===== src/hw/rtl/base64_stream_decoder_top_assert.svh =====
// Assertion macros used by the decoder's top-level RTL file.
`ifndef BASE64_STREAM_DECODER_TOP_ASSERT_SVH
`define BASE64_STREAM_DECODER_TOP_ASSERT_SVH
`ifndef SYNTHESIS
`define B64D_ASSERT_IMPLY(label, clk, rst, ante, cons) \
   label: assert property (@(posedge clk) disable iff (rst) (ante) |-> (cons)) \
      else $error("b64d: check failed");
`define B64D_ASSERT_NEXT(label, clk, rst, ante, cons) \
   label: assert property (@(posedge clk) disable iff (rst) (ante) |=> (cons)) \
      else $error("b64d: check failed");
`else
`define B64D_ASSERT_IMPLY(label, clk, rst, ante, cons)
`define B64D_ASSERT_NEXT(label, clk, rst, ante, cons)
`endif
`endif


===== src/hw/rtl/b64d_pkg.sv =====
package b64d_pkg;

   localparam logic [7:0] PadChar   = 8'h3D;
   localparam logic [7:0] PrintLow  = 8'h20;
   localparam logic [7:0] PrintHigh = 8'h7E;
   localparam logic [5:0] MaskHigh2 = 6'h30;
   localparam logic [5:0] MaskLow4  = 6'h0F;
   localparam logic [5:0] MaskMid4  = 6'h3C;
   localparam logic [5:0] MaskLow2  = 6'h03;

   typedef struct packed {
      logic       hit;
      logic [5:0] value;
   } sextet_type;

   typedef struct packed {
      logic [7:0] data_byte;
      logic       byte_valid;
      logic       string_done;
      logic       bad_input;
   } rsp_type;

   // Decodes one character of the standard alphabet; hit is low for anything else.
   function automatic sextet_type sextet_of(input logic [7:0] c);
      sextet_type s;
      logic [7:0] d;
      s.hit = 1'b1;
      d     = 8'h00;
      if (c >= 8'h41 && c <= 8'h5A) begin
         d = c - 8'h41;
      end else if (c >= 8'h61 && c <= 8'h7A) begin
         d = c - 8'h47;
      end else if (c >= 8'h30 && c <= 8'h39) begin
         d = c + 8'h04;
      end else if (c == 8'h2B) begin
         d = 8'd62;
      end else if (c == 8'h2F) begin
         d = 8'd63;
      end else begin
         s.hit = 1'b0;
      end
      s.value = d[5:0];
      return s;
   endfunction

endpackage


===== src/hw/rtl/b64d_decode.sv =====
module b64d_decode
   import b64d_pkg::*;
(
   input  logic       clock,
   input  logic       reset,
   input  logic [7:0] ch,
   input  logic       end_of_text,
   input  logic       step,
   output logic       has_result,
   output rsp_type    result
);

   logic [1:0] pos_ff,     pos_in;
   logic [5:0] prior_ff,   prior_in;
   logic       stopped_ff, stopped_in;
   logic       failed_ff,  failed_in;

   sextet_type sx;
   logic       active;
   logic       is_pad;
   logic       stop_hit;
   logic       fail_hit;
   logic       take;
   logic [5:0] v;
   logic [7:0] byte_val;
   logic       got;
   logic [1:0] pos_next;
   logic [5:0] prior_next;
   logic       stopped_next;
   logic       failed_next;

   always_comb begin
      sx       = sextet_of(ch);
      active   = !stopped_ff && !failed_ff && ch >= PrintLow && ch <= PrintHigh;
      is_pad   = (ch == PadChar);
      stop_hit = active && pos_ff[1] && is_pad;
      fail_hit = active && !stop_hit && !sx.hit && !pos_ff[1] && !is_pad;
      take     = active && !stop_hit && !fail_hit;
      v        = sx.hit ? sx.value : 6'd0;

      unique case (pos_ff)
         2'd1:    byte_val = {prior_ff, 2'b00} | {6'd0, 2'((v & MaskHigh2) >> 4)};
         2'd2:    byte_val = {4'(prior_ff & MaskLow4), 4'((v & MaskMid4) >> 2)};
         2'd3:    byte_val = {2'((prior_ff & MaskLow2) >> 0), v};
         default: byte_val = 8'h00;
      endcase
      got = take && (pos_ff != 2'd0);

      pos_next     = take ? pos_ff + 2'd1 : pos_ff;
      prior_next   = take ? v : prior_ff;
      stopped_next = stopped_ff || stop_hit;
      failed_next  = failed_ff || fail_hit;

      // A string that ends after the first character of a group is padded out.
      if (end_of_text && !stopped_next && !failed_next && pos_next == 2'd1) begin
         byte_val = {prior_next, 2'b00};
         got      = 1'b1;
      end

      has_result         = got || end_of_text;
      result.data_byte   = got ? byte_val : 8'h00;
      result.byte_valid  = got;
      result.string_done = end_of_text;
      result.bad_input   = end_of_text && failed_next;

      pos_in     = pos_ff;
      prior_in   = prior_ff;
      stopped_in = stopped_ff;
      failed_in  = failed_ff;
      if (step) begin
         if (end_of_text) begin
            pos_in     = 2'd0;
            prior_in   = 6'd0;
            stopped_in = 1'b0;
            failed_in  = 1'b0;
         end else begin
            pos_in     = pos_next;
            prior_in   = prior_next;
            stopped_in = stopped_next;
            failed_in  = failed_next;
         end
      end
   end

   always_ff @(posedge clock) begin
      if (reset) begin
         pos_ff     <= 2'd0;
         prior_ff   <= 6'd0;
         stopped_ff <= 1'b0;
         failed_ff  <= 1'b0;
      end else begin
         pos_ff     <= pos_in;
         prior_ff   <= prior_in;
         stopped_ff <= stopped_in;
         failed_ff  <= failed_in;
      end
   end

endmodule


===== src/hw/rtl/b64d_out_reg.sv =====
module b64d_out_reg
   import b64d_pkg::*;
(
   input  logic    clock,
   input  logic    reset,
   input  logic    load,
   input  logic    load_valid,
   input  rsp_type load_data,
   input  logic    rsp_stall,
   output logic    rsp_valid,
   output rsp_type rsp_data,
   output logic    can_load
);

   logic    valid_ff, valid_in;
   rsp_type data_ff,  data_in;

   // The register takes a new beat when it is empty or its beat leaves this cycle.
   assign can_load = !valid_ff || !rsp_stall;

   always_comb begin
      valid_in = valid_ff;
      data_in  = data_ff;
      if (can_load) begin
         valid_in = load && load_valid;
         data_in  = load_data;
      end
   end

   always_ff @(posedge clock) begin
      if (reset) begin
         valid_ff <= 1'b0;
      end else begin
         valid_ff <= valid_in;
      end
      data_ff <= data_in;
   end

   assign rsp_valid = valid_ff;
   assign rsp_data  = data_ff;

endmodule


===== src/hw/rtl/base64_stream_decoder_top.sv =====
// Base64 stream decoder.
// The req channel carries one character a beat (req_ch) with req_end_of_text
// marking the last character of a string. The rsp channel carries at most one
// beat per character: a decoded byte (rsp_byte_valid high), the closing beat of
// a string (rsp_string_done high, rsp_bad_input high if an illegal character
// aborted it), or both. Characters that produce neither give no rsp beat.
// A character is accepted at an edge where req_valid is high and req_stall low.
// It is held in the input register, is decoded against the group state and
// lands in the result register, from which its rsp beat is offered. One
// character can be accepted every cycle while the result register can take a
// beat; the single combinational decode step between the two registers sets
// that figure.
// Reset empties both registers and clears the decoder state, so the first character
// after reset starts a new string. While rsp_stall is high and the result
// register is full, the input register holds its character and req_stall
// rises once the input register is also full; nothing is dropped.
`include "base64_stream_decoder_top_assert.svh"

module base64_stream_decoder_top
   import b64d_pkg::*;
(
   input  logic       clock,
   input  logic       reset,
   input  logic       req_valid,
   output logic       req_stall,
   input  logic [7:0] req_ch,
   input  logic       req_end_of_text,
   output logic       rsp_valid,
   input  logic       rsp_stall,
   output logic [7:0] rsp_data_byte,
   output logic       rsp_byte_valid,
   output logic       rsp_string_done,
   output logic       rsp_bad_input
);

   logic       s1_valid_ff, s1_valid_in;
   logic [7:0] s1_ch_ff,    s1_ch_in;
   logic       s1_eot_ff,   s1_eot_in;

   logic    advance;
   logic    step;
   logic    has_result;
   rsp_type result;
   rsp_type rsp_data;

   assign req_stall = s1_valid_ff && !advance;
   assign step      = s1_valid_ff && advance;

   always_comb begin
      s1_valid_in = s1_valid_ff;
      s1_ch_in    = s1_ch_ff;
      s1_eot_in   = s1_eot_ff;
      if (!req_stall) begin
         s1_valid_in = req_valid;
         s1_ch_in    = req_ch;
         s1_eot_in   = req_end_of_text;
      end
   end

   always_ff @(posedge clock) begin
      if (reset) begin
         s1_valid_ff <= 1'b0;
      end else begin
         s1_valid_ff <= s1_valid_in;
      end
      s1_ch_ff  <= s1_ch_in;
      s1_eot_ff <= s1_eot_in;
   end

   b64d_decode u_decode (
      .clock       (clock),
      .reset       (reset),
      .ch          (s1_ch_ff),
      .end_of_text (s1_eot_ff),
      .step        (step),
      .has_result  (has_result),
      .result      (result)
   );

   b64d_out_reg u_out_reg (
      .clock      (clock),
      .reset      (reset),
      .load       (s1_valid_ff),
      .load_valid (has_result),
      .load_data  (result),
      .rsp_stall  (rsp_stall),
      .rsp_valid  (rsp_valid),
      .rsp_data   (rsp_data),
      .can_load   (advance)
   );

   assign rsp_data_byte   = rsp_data.data_byte;
   assign rsp_byte_valid  = rsp_data.byte_valid;
   assign rsp_string_done = rsp_data.string_done;
   assign rsp_bad_input   = rsp_data.bad_input;

   `B64D_ASSERT_IMPLY(a_zero_when_no_byte, clock, reset,
      rsp_valid && !rsp_byte_valid, rsp_data_byte == 8'h00)
   `B64D_ASSERT_IMPLY(a_bad_only_on_close, clock, reset,
      rsp_valid && rsp_bad_input, rsp_string_done)
   `B64D_ASSERT_IMPLY(a_stall_only_when_full, clock, reset,
      req_stall, s1_valid_ff && rsp_valid && rsp_stall)
   `B64D_ASSERT_NEXT(a_accept_fills_input, clock, reset,
      req_valid && !req_stall, s1_valid_ff)

endmodule


===== config.mk =====
export PLATFORM = sky130hd
export DESIGN_NAME = base64_stream_decoder_top
export DESIGN_NICKNAME = d
export VERILOG_FILES = /design/src/hw/rtl/b64d_pkg.sv /design/src/hw/rtl/b64d_decode.sv /design/src/hw/rtl/b64d_out_reg.sv /design/src/hw/rtl/base64_stream_decoder_top.sv
export VERILOG_INCLUDE_DIRS = /design/src /design/src/hw/rtl
export SDC_FILE = /design/constraint.sdc
export NUM_CORES = 1
export LEC_CHECK = 0
export ABC_AREA = 1
export BUFFER_PORTS_ARGS = -buffer_cell sky130_fd_sc_hd__buf_2
export CAP_MARGIN = 25
export CORE_ASPECT_RATIO = 2
export CORE_UTILIZATION = 50
export CTS_CLUSTER_SIZE = 40
export DETAILED_ROUTE_END_ITERATION = 12
export PLACE_DENSITY_LB_ADDON = 0.1
export RECOVER_POWER = 100
export SYNTH_ARGS = -nofsm -noshare
export SYNTH_HDL_FRONTEND = slang
export SYNTH_SLANG_ARGS = --single-unit

===== constraint.sdc =====
create_clock -name clock -period 2.4 [get_ports clock]
set_clock_uncertainty 0.1 [all_clocks]
set_input_delay 0.12 -clock clock [delete_from_list [all_inputs] [get_ports clock]]
set_output_delay 0.12 -clock clock [all_outputs]
set_load 0.05 [all_outputs]

==> impl_metrics.env, run 1 <==
export IMPL_outcome="finished with violations"
export IMPL_failed_checks="negative setup slack"
export IMPL_async_flop_share_pct=0
export IMPL_start_util_pct=51.9
export IMPL_max_clock_path_buffers=2
export IMPL_fmax_ghz=0.397
export IMPL_wl_per_cell_um=16.0
export IMPL_min_period_ps=2520
export IMPL_cts_buffers=5
export IMPL_die_area_sq_um=4800
export IMPL_yosysTopAreaCellShare_pct=26.7
export IMPL_worst_pin_slew_ps=667
export IMPL_finalSetupViolCount=10
export IMPL_die_x_um=49.5
export IMPL_worstSetupPathType="flop to flop"
export IMPL_regArea_sq_um=841
export IMPL_yosys_area_share_xor_xnor_pct=1.17
export IMPL_grt_overflow_total=0
export IMPL_grt_pass1_wl_um=11700
export IMPL_crit_required_ps=2330
export IMPL_yosysMostFrequentCell="nand2_1"
export IMPL_drt_initial_drc_count=81
export IMPL_io_buffer_count=25
export IMPL_grt_max_degree=13
export IMPL_ff2ff_setup_slack_ps=-120
export IMPL_dp_hpwl_um=5430
export IMPL_ys_ff_latch=32
export IMPL_synth_top_family_by_area="simple AND/OR/NAND/NOR gates"
export IMPL_final_area_sq_um=3210
export IMPL_place_gp_congestion=0.951
export IMPL_multiInputGateArea_sq_um=1410
export IMPL_via_per_inst=5.38
export IMPL_layout_drive_gt1_share_pct=30.6
export IMPL_dr_max_layer_used="met4"
export IMPL_clk_latency_ps=290
export IMPL_met2WireLength_um=4160
export IMPL_dieHeight_um=96.9
export IMPL_slew_headroom_pct=55.8
export IMPL_drtAntennaViolNets=0
export IMPL_area_delta_synth_final_pct=42.4
export IMPL_power_density_nw_per_um2=450
export IMPL_row_count=34
export IMPL_routed_wl_met3_um=202
export IMPL_hold_class="primary input to flop"
export IMPL_syn_area_per_cell_sq_um=7.11
export IMPL_met1Wirelength_um=2480
export IMPL_critical_path_arrival_ps=2450
export IMPL_end_kind="flop"
export IMPL_setup_ws_ps=-117
export IMPL_synth_nets=342
export IMPL_rsz0062_at_grt="true"
export IMPL_core_area_sq_um=4340
export IMPL_tns_ps=-919
export IMPL_peakVddDrop_mv=0.420
export IMPL_netlist_top_cells_count="99 x nand2_1, 36 x inv_1, 36 x nand3_1"
export IMPL_synthAdderAreaFrac_pct=6.66
export IMPL_dr_total_vias=2493
export IMPL_post_route_period_util_pct=105
export IMPL_clk_transition_reported_paths_ps=80
export IMPL_grt_pass1_vias=2523
export IMPL_diodes=0
export IMPL_synthFlopType="edfxtp_1"
export IMPL_hold_viol=0
export IMPL_h_tree_depth=2
export IMPL_tritoncts="built"
export IMPL_synthMuxAreaShare_pct=0
export IMPL_placed_area_sq_um=2720
export IMPL_synth_edf_count=20
export IMPL_syn_inst=317
export IMPL_drc=0
export IMPL_ys_types=30
export IMPL_cap_viol_max_count=0
export IMPL_cts_sinks=32
export IMPL_fill_cells=365
export IMPL_synth_yosys_warnings=0
export IMPL_synthTopCellsByArea="edfxtp_1 27%, nand2_1 16%, dfxtp_1 11%"
export IMPL_path_max_fanout=5
export IMPL_ioPinCount=26
export IMPL_ys_seq_area_share_pct=37.3
export IMPL_root_buffer="clkbuf_8"
export IMPL_routed_wirelength_um=7390
export IMPL_synthSimpleGateAreaFrac_pct=35.1
export IMPL_synth_compound_area_share_pct=11.4
export IMPL_leakage_nw=1.42
export IMPL_gr_usage_all_layers_pct=32.5
export IMPL_final_nets=433
export IMPL_slew_viol_final=0
export IMPL_synth_top_area_cell="edfxtp_1"
export IMPL_crit_path_start_kind="flop"
export IMPL_dr_pass1_iters=5
export IMPL_syn_area_sq_um=2250
export IMPL_antenna_found_initial=0
[routing by layer]
metal	vias up	GRT usage [%]
met2	74	61.5
met1	1160	29.8
met5	-	0
met4	0	24.2
met3	36	3.62
li1	1223	-
[cell type report]
| type | instances | share of cell area (%) |
|---|---|---|
| Tap cell | 54 | 2.11 |
| Sequential cell | 32 | 26.2 |
| Timing Repair Buffer | 92 | 20.8 |
| Inverter | 37 | 4.41 |
| Multi-Input combinational cell | 240 | 43.9 |
| Clock buffer | 6 | 2.26 |
| Clock inverter | 2 | 0.351 |
[logic make-up after synthesis]
logic type | Yosys count
AO/OA/AOI/OAI | 45
XOR/XNOR | 3
adder cells (fa/ha/maj) | 12
buffers and inverters | 45
flip-flops | 32
AND/OR/NAND/NOR | 180
[metrics by stage]
| step | setup slack, ps | std cells | power [W] | util (%) | hold slack [ps] |
|---|---|---|---|---|---|
| after floorplan | 12.7 | 317 | 0.000825 | - | 98.3 |
| after CTS | -32.0 | 462 | 0.00143 | 73.6 | 60.7 |
| after global routing | -244 | 463 | 0.00151 | 74.0 | 62.4 |
| after detailed placement | -211 | 430 | 0.000953 | 62.6 | 198 |
| final | -117 | 463 | 0.00144 | 74.0 | 50.7 |
| after global placement | -235 | 430 | 0.000950 | 62.6 | 197 |
[what timing repair did]
| action | in CTS | in global routing |
|---|---|---|
| gates resized for setup | 48 | 15 |
| hold endpoints to repair | 10 | 0 |
| hold buffers | 10 | 0 |
| buffers inserted | 14 | 1 |
| pin swaps | 27 | 7 |
| setup endpoints to repair | 13 | 17 |
[registers in the layout (all words and copies together) (netlist names)]
name,flops
u_out_reg.rsp_valid,1
u_decode.stopped_ff,1
u_out_reg.rsp_data,11
s1_valid_ff,1
s1_eot_ff,1
s1_ch_ff,8
u_decode.prior_ff,6
u_decode.failed_ff,1
u_decode.pos_ff,2
[worst max-delay path, stage by stage, from the launching register on]
cell      delay (ps)
edfxtp_1         490
inv_2            150
buf_12           120
ha_2             190
nand4_1          160
nand3_4          170
buf_6            110
nand4_1          160
nand3b_1         210
nand2_4           90
buf_6            140
nand3_1          100
nand2_2           60
[cells in the final DEF, fill, tap and decap left out, types with 6 or more instances in the layout]
cell / Yosys / layout
dlygate4sd3_1: 0 / 10
buf_6: 0 / 6
o21ai_2: 0 / 7
nand3_2: 1 / 6
nor2_1: 25 / 25
a21oi_1: 18 / 16
o21ai_0: 17 / 9
edfxtp_1: 20 / 20
nand2_2: 4 / 14
dfxtp_1: 12 / 12
buf_4: 4 / 48
ha_1: 12 / 7
clkbuf_1: 2 / 15
buf_2: 1 / 12
inv_1: 36 / 32
nand3_1: 36 / 30
nand2_1: 99 / 86
[power by group]
part / leakage [nW] / internal [W] / switching (W)
sequential: 0.323 / 0.000605 / 0.0000169
combinational: 1.06 / 0.000172 / 0.000241
clock: 0.0388 / 0.000201 / 0.000208
[path summary, 6_finish.rpt]
path                                          start                     to  cells after the start
worst min register to register  u_decode.stopped_ff    u_decode.stopped_ff                      2
worst max-delay path                    s1_ch_ff[2]  u_out_reg.rsp_data[7]                     12
worst min-delay path                          reset   u_decode.prior_ff[4]                      2
worst max register to register          s1_ch_ff[2]  u_out_reg.rsp_data[7]                     12
Note: power is estimated with default switching activity, not from simulation.
==> run 2: changes to the inputs <==
--- a/config.mk
+++ b/config.mk
@@ -9,12 +9,14 @@
 export ABC_AREA = 1
 export BUFFER_PORTS_ARGS = -buffer_cell sky130_fd_sc_hd__buf_2
 export CAP_MARGIN = 25
-export CORE_ASPECT_RATIO = 2
+export CORE_ASPECT_RATIO = 0.9
 export CORE_UTILIZATION = 50
 export CTS_CLUSTER_SIZE = 40
 export DETAILED_ROUTE_END_ITERATION = 12
 export PLACE_DENSITY_LB_ADDON = 0.1
 export RECOVER_POWER = 100
+export SETUP_SLACK_MARGIN = 0.5
+export SLEW_MARGIN = 10
 export SYNTH_ARGS = -nofsm -noshare
 export SYNTH_HDL_FRONTEND = slang
 export SYNTH_SLANG_ARGS = --single-unit
==> run 2 against run 1 <==
Effect of this change:
- the run still ends with negative setup slack left
- clock power up 6.8%
- routed wire length down 2.7%
- utilization up 6.5 points
- final cell count up 2.2%
- die area down 0.33%
- register-to-register slack worse by 40 ps
- sequential share of layout area down 1.4 points
- sequential power about the same
==> impl_metrics.env, run 2 (same netlist as run 1, synthesis figures left out) <==
export IMPL_final_area_sq_um=3390
export IMPL_final_nets=437
export IMPL_end_kind="flop"
export IMPL_holdWs_ps=64.5
export IMPL_drtAntennaViolNets=0
export IMPL_grt_pass1_wl_um=10500
export IMPL_rsz0062_at_grt="true"
export IMPL_area_delta_synth_final_pct=50.4
export IMPL_gr_usage_all_layers_pct=29.4
export IMPL_max_clock_path_buffers=2
export IMPL_hold_viol=0
export IMPL_grt_max_degree=15
export IMPL_tns_ps=-1540
export IMPL_h_tree_depth=2
export IMPL_layout_drive_gt1_share_pct=39.7
export IMPL_clk_latency_ps=290
export IMPL_failed_checks="negative setup slack"
export IMPL_fill_cells=281
export IMPL_ff2ff_setup_slack_ps=-160
export IMPL_path_max_fanout=8
export IMPL_cts_sinks=32
export IMPL_slew_viol_final=0
export IMPL_dr_total_vias=2559
export IMPL_cts_buffers=5
export IMPL_cap_viol_max_count=0
export IMPL_finalSetupViolCount=14
export IMPL_grt_pass1_vias=2247
export IMPL_worst_pin_slew_ps=469
export IMPL_power_density_nw_per_um2=445
export IMPL_place_gp_congestion=0.906
export IMPL_clk_transition_reported_paths_ps=70
export IMPL_grt_overflow_total=0
export IMPL_holdPathStages=2
export IMPL_slew_headroom_pct=68.7
export IMPL_min_period_ps=2560
export IMPL_diodes=0
export IMPL_dr_pass1_iters=5
export IMPL_instances_no_fill=473
export IMPL_leakage_nw=1.55
export IMPL_multiInputGateArea_sq_um=1480
export IMPL_crit_buf_inv=2
export IMPL_wl_per_cell_um=15.2
export IMPL_ioPinCount=26
export IMPL_placed_area_sq_um=2820
export IMPL_tritoncts="built"
export IMPL_peakVddDrop_mv=0.460
export IMPL_dp_cells=438
export IMPL_dp_hpwl_um=4560
export IMPL_worstSetupPathType="flop to flop"
export IMPL_hold_class="primary input to flop"
export IMPL_fmax_ghz=0.391
export IMPL_routed_wirelength_um=7200
export IMPL_setup_ws_ps=-155
export IMPL_row_count=22
export IMPL_drc=0
export IMPL_fin_util_pct=80.5
export IMPL_final_cell_mix="81 x nand2_1, 48 x buf_4, 29 x inv_1, 25 x buf_2, 23 x nand3_1"
export IMPL_worst_r2r_cell_count=12
export IMPL_critPathSlowestCell="edfxtp_1"
export IMPL_largest_register_ff_count=11
export IMPL_core_area_sq_um=4210
export IMPL_start_util_pct=53.5
export IMPL_die_x_um=72.8
export IMPL_root_buffer="clkbuf_8"
export IMPL_drt_initial_drc_count=352
export IMPL_crit_path_start_kind="flop"
export IMPL_critPathMaxStageDelay_ps=520
export IMPL_cp_top_family="simple AND/OR/NAND/NOR gates"
export IMPL_outcome="finished with violations"
export IMPL_critical_path_cell_chain="inv_2 > ha_4 > nand2_4 > nand4_1 > nand3_4 > buf_6 > nand4_1 > nand3b_1 > nand2_4 > nand3_4 > nand2_2 > nor2_1"
export IMPL_regArea_sq_um=841
export IMPL_final_common_cell="nand2_1"
export IMPL_io_buffer_count=25
export IMPL_via_per_inst=5.41
export IMPL_post_route_period_util_pct=106
export IMPL_dieHeight_um=65.7
export IMPL_crit_required_ps=2350
export IMPL_cp_num_cells=12
export IMPL_critical_path_arrival_ps=2500
export IMPL_antenna_found_initial=0
export IMPL_die_area_sq_um=4780
run 2: area by class of cell:
type                    instances  area share (%)
clock inverters                 1           0.222
well taps                      60            2.22
multi-input cells             240            43.7
clock buffers                   7            2.55
inverters                      37            4.39
repair buffers                 96            22.1
flip-flops and latches         32            24.8
run 2: metrics by stage:
step,worst slack (ps),total power (W)
detailed placement,-74.9,0.000965
finish,-155,0.00151
CTS,-20.8,0.00144
floorplan,84.6,0.000836
global placement,-65.9,0.000964
global route,-204,0.00155
run 2: path summary, 6_finish.rpt:
path	startpoint	end
max reg2reg	s1_ch_ff[3]	u_out_reg.rsp_data[3]
min reg2reg	u_decode.failed_ff	u_decode.failed_ff
min	reset	u_decode.prior_ff[3]
max	s1_ch_ff[3]	u_out_reg.rsp_data[3]
run 2: power by group:
part / switching (W) / internal, W
registers: 0.0000194 / 0.000605
logic: 0.000254 / 0.000192
clock network: 0.000204 / 0.000233
total: 0.000478 / 0.00103
run 2: repair_timing:
| item | in CTS | in global routing |
|---|---|---|
| hold buffers | 10 | 0 |
| endpoints found under the hold margin | 10 | 0 |
| gates cloned | 0 | 0 |
| setup endpoints to repair | 20 | 21 |
| pin swaps | 13 | 24 |
| setup buffers | 12 | 5 |
| gates resized for setup | 22 | 60 |
run 2: per-layer routing:
layer	routed length (um)	GRT usage (%)
met3	537	5.06
met4	119	9.07
met2	3310	47.1
met1	3220	40.4
met5	0	0
==> run 3: changes to the inputs <==
--- a/config.mk
+++ b/config.mk
@@ -7,9 +7,9 @@
 export NUM_CORES = 1
 export LEC_CHECK = 0
 export ABC_AREA = 1
-export BUFFER_PORTS_ARGS = -buffer_cell sky130_fd_sc_hd__buf_2
+export BUFFER_PORTS_ARGS = -buffer_cell sky130_fd_sc_hd__clkbuf_2
 export CAP_MARGIN = 25
-export CORE_ASPECT_RATIO = 0.9
+export CORE_ASPECT_RATIO = 1.25
 export CORE_UTILIZATION = 50
 export CTS_CLUSTER_SIZE = 40
 export DETAILED_ROUTE_END_ITERATION = 12
==> run 3 against run 2 <==
Effect of this change:
- the run still ends with negative setup slack left
- register-to-register slack improved by 90 ps
- clock power increased by 21%
- utilization decreased by 6.5 points
- design area decreased by 8.3%
- via count decreased by 6.3%
- global-route usage decreased by 2.0 points
- largest power group unchanged
- critical path depth increased by 1
- clock-buffer cell count decreased by 2
==> impl_metrics.env, run 3 (same netlist as run 1, synthesis figures left out) <==
export IMPL_cp_startpoint="s1_ch_ff[0]"
export IMPL_core_area_sq_um=4200
export IMPL_antenna_found_initial=0
export IMPL_leakage_nw=1.35
export IMPL_die_area_sq_um=4780
export IMPL_worst_r2r_cell_count=13
export IMPL_power_density_nw_per_um2=493
export IMPL_grt_overflow_total=0
export IMPL_dieHeight_um=77.1
export IMPL_grt_pass1_vias=2266
export IMPL_dr_pass1_iters=6
export IMPL_dp_hpwl_um=4500
export IMPL_die_x_um=62.0
export IMPL_crit_required_ps=2340
export IMPL_place_gp_congestion=0.921
export IMPL_largest_register_ff_count=11
export IMPL_critPathSlowestCell="edfxtp_1"
export IMPL_wl_per_cell_um=14.1
export IMPL_holdWs_ps=81.1
export IMPL_final_area_sq_um=3110
export IMPL_cp_top_family="simple AND/OR/NAND/NOR gates"
export IMPL_cap_viol_max_count=0
export IMPL_cp_num_cells=13
export IMPL_clk_latency_ps=300
export IMPL_ioPinCount=26
export IMPL_r2r_end="u_out_reg.rsp_data[3]"
export IMPL_drt_initial_drc_count=142
export IMPL_critPathMaxStageDelay_ps=450
export IMPL_min_period_ps=2460
export IMPL_worstSetupPathType="flop to flop"
export IMPL_end_kind="flop"
export IMPL_max_clock_path_buffers=2
export IMPL_final_cell_mix="88 x nand2_1, 36 x buf_4, 31 x inv_1, 26 x nand3_1, 23 x nor2_1"
export IMPL_h_tree_depth=2
export IMPL_placed_area_sq_um=2670
export IMPL_drtAntennaViolNets=0
export IMPL_slew_headroom_pct=44.8
export IMPL_dr_total_vias=2398
export IMPL_cts_sinks=32
export IMPL_critical_path_cell_chain="ha_1 > inv_1 > nand2_1 > a21oi_2 > nor2_4 > nor2_4 > nand3_2 > o21bai_4 > nand2_2 > nand2_4 > nand3_4 > nand2_2 > nor2_1"
export IMPL_peakVddDrop_mv=0.474
export IMPL_post_route_period_util_pct=103
export IMPL_crit_path_start_kind="flop"
export IMPL_critical_path_arrival_ps=2410
export IMPL_slew_viol_final=0
export IMPL_ff2ff_setup_slack_ps=-60
export IMPL_drc=0
export IMPL_hold_viol=0
export IMPL_gr_usage_all_layers_pct=27.4
export IMPL_hold_class="primary input to flop"
export IMPL_worst_pin_slew_ps=829
export IMPL_diodes=0
export IMPL_cts_buffers=5
export IMPL_fmax_ghz=0.406
export IMPL_area_delta_synth_final_pct=37.8
export IMPL_start_util_pct=53.7
export IMPL_via_per_inst=5.35
export IMPL_root_buffer="clkbuf_8"
export IMPL_setup_ws_ps=-63.4
export IMPL_routed_wirelength_um=6310
export IMPL_tritoncts="built"
export IMPL_outcome="finished with violations"
export IMPL_final_nets=416
export IMPL_path_max_fanout=8
export IMPL_min_from="reset"
export IMPL_crit_buf_inv=1
export IMPL_final_common_cell="nand2_1"
export IMPL_rsz0062_at_grt="true"
export IMPL_timing_rr_start="s1_ch_ff[0]"
export IMPL_row_count=26
export IMPL_finalSetupViolCount=10
export IMPL_layout_drive_gt1_share_pct=29.6
export IMPL_failed_checks="negative setup slack"
export IMPL_grt_pass1_wl_um=9690
export IMPL_grt_max_degree=14
export IMPL_clk_transition_reported_paths_ps=80
export IMPL_io_buffer_count=25
export IMPL_worstSetupEndpoint="u_out_reg.rsp_data[3]"
-- run 3: metrics by stage --
stage	utilization (%)	TNS, ps	setup slack [ps]	instances	power [W]
finish	74.0	-442	-63.4	448	0.00153
global route	74.0	-2210	-187	448	0.00160
CTS	71.5	0	14.2	443	0.00151
detailed placement	63.5	-253	-53.7	416	0.000933
global placement	63.5	-89.4	-43.8	416	0.000929
floorplan	-	0	84.6	317	0.000836
-- run 3: layout make-up --
cell class | count | area [sq um]
multi-input cells | 240 | 1410
fillers | 313 | 1090
flip-flops and latches | 32 | 841
repair buffers | 75 | 526
inverters | 37 | 146
well taps | 56 | 70.1
clock buffers | 5 | 68.8
clock inverters | 3 | 42.5
-- run 3: power by group --
part / internal [W] / leakage [nW] / total [W] / switching [W]
logic: 0.000152 / 0.976 / 0.000379 / 0.000227
clock network: 0.000307 / 0.0541 / 0.000529 / 0.000222
registers: 0.000605 / 0.323 / 0.000622 / 0.0000176
total: 0.00106 / 1.35 / 0.00153 / 0.000467
-- run 3: worst register-to-register path: cells and delay by family (launching register included) --
family | cells | cell delay [ps]
adders and majority gates | 1 | 290
DFF | 1 | 450
buffers and inverters | 1 | 70
and+or+nand+nor | 9 | 900
AOI/OAI and AO/OA | 2 | 400
-- run 3: worst min path at each step --
stage                                     end  slack, ps  cells after the start
after global placement            s1_ch_ff[4]        200                      1
final                      u_decode.pos_ff[1]         80                      2
after global routing       u_decode.pos_ff[1]         90                      2
after CTS                  u_decode.pos_ff[1]         50                      2
after detailed placement          s1_ch_ff[5]        200                      1
after floorplan           u_decode.stopped_ff        100                      1
-- run 3: what timing repair did --
action / CTS / global route
hold buffers: 10 / 0
gates resized for setup: 19 / 35
setup endpoints to repair: 20 / 21
pin swaps: 11 / 17
hold endpoints to repair: 10 / 0
setup buffers: 9 / 5
-- run 3: layer usage --
layer,track usage [%],share of wire (%),vias to the layer above
met3,5.40,4.5,27
met5,0,0,-
met4,13.1,4.0,0
met1,29.4,39,1084
li1,-,-,1191
met2,48.3,53,96
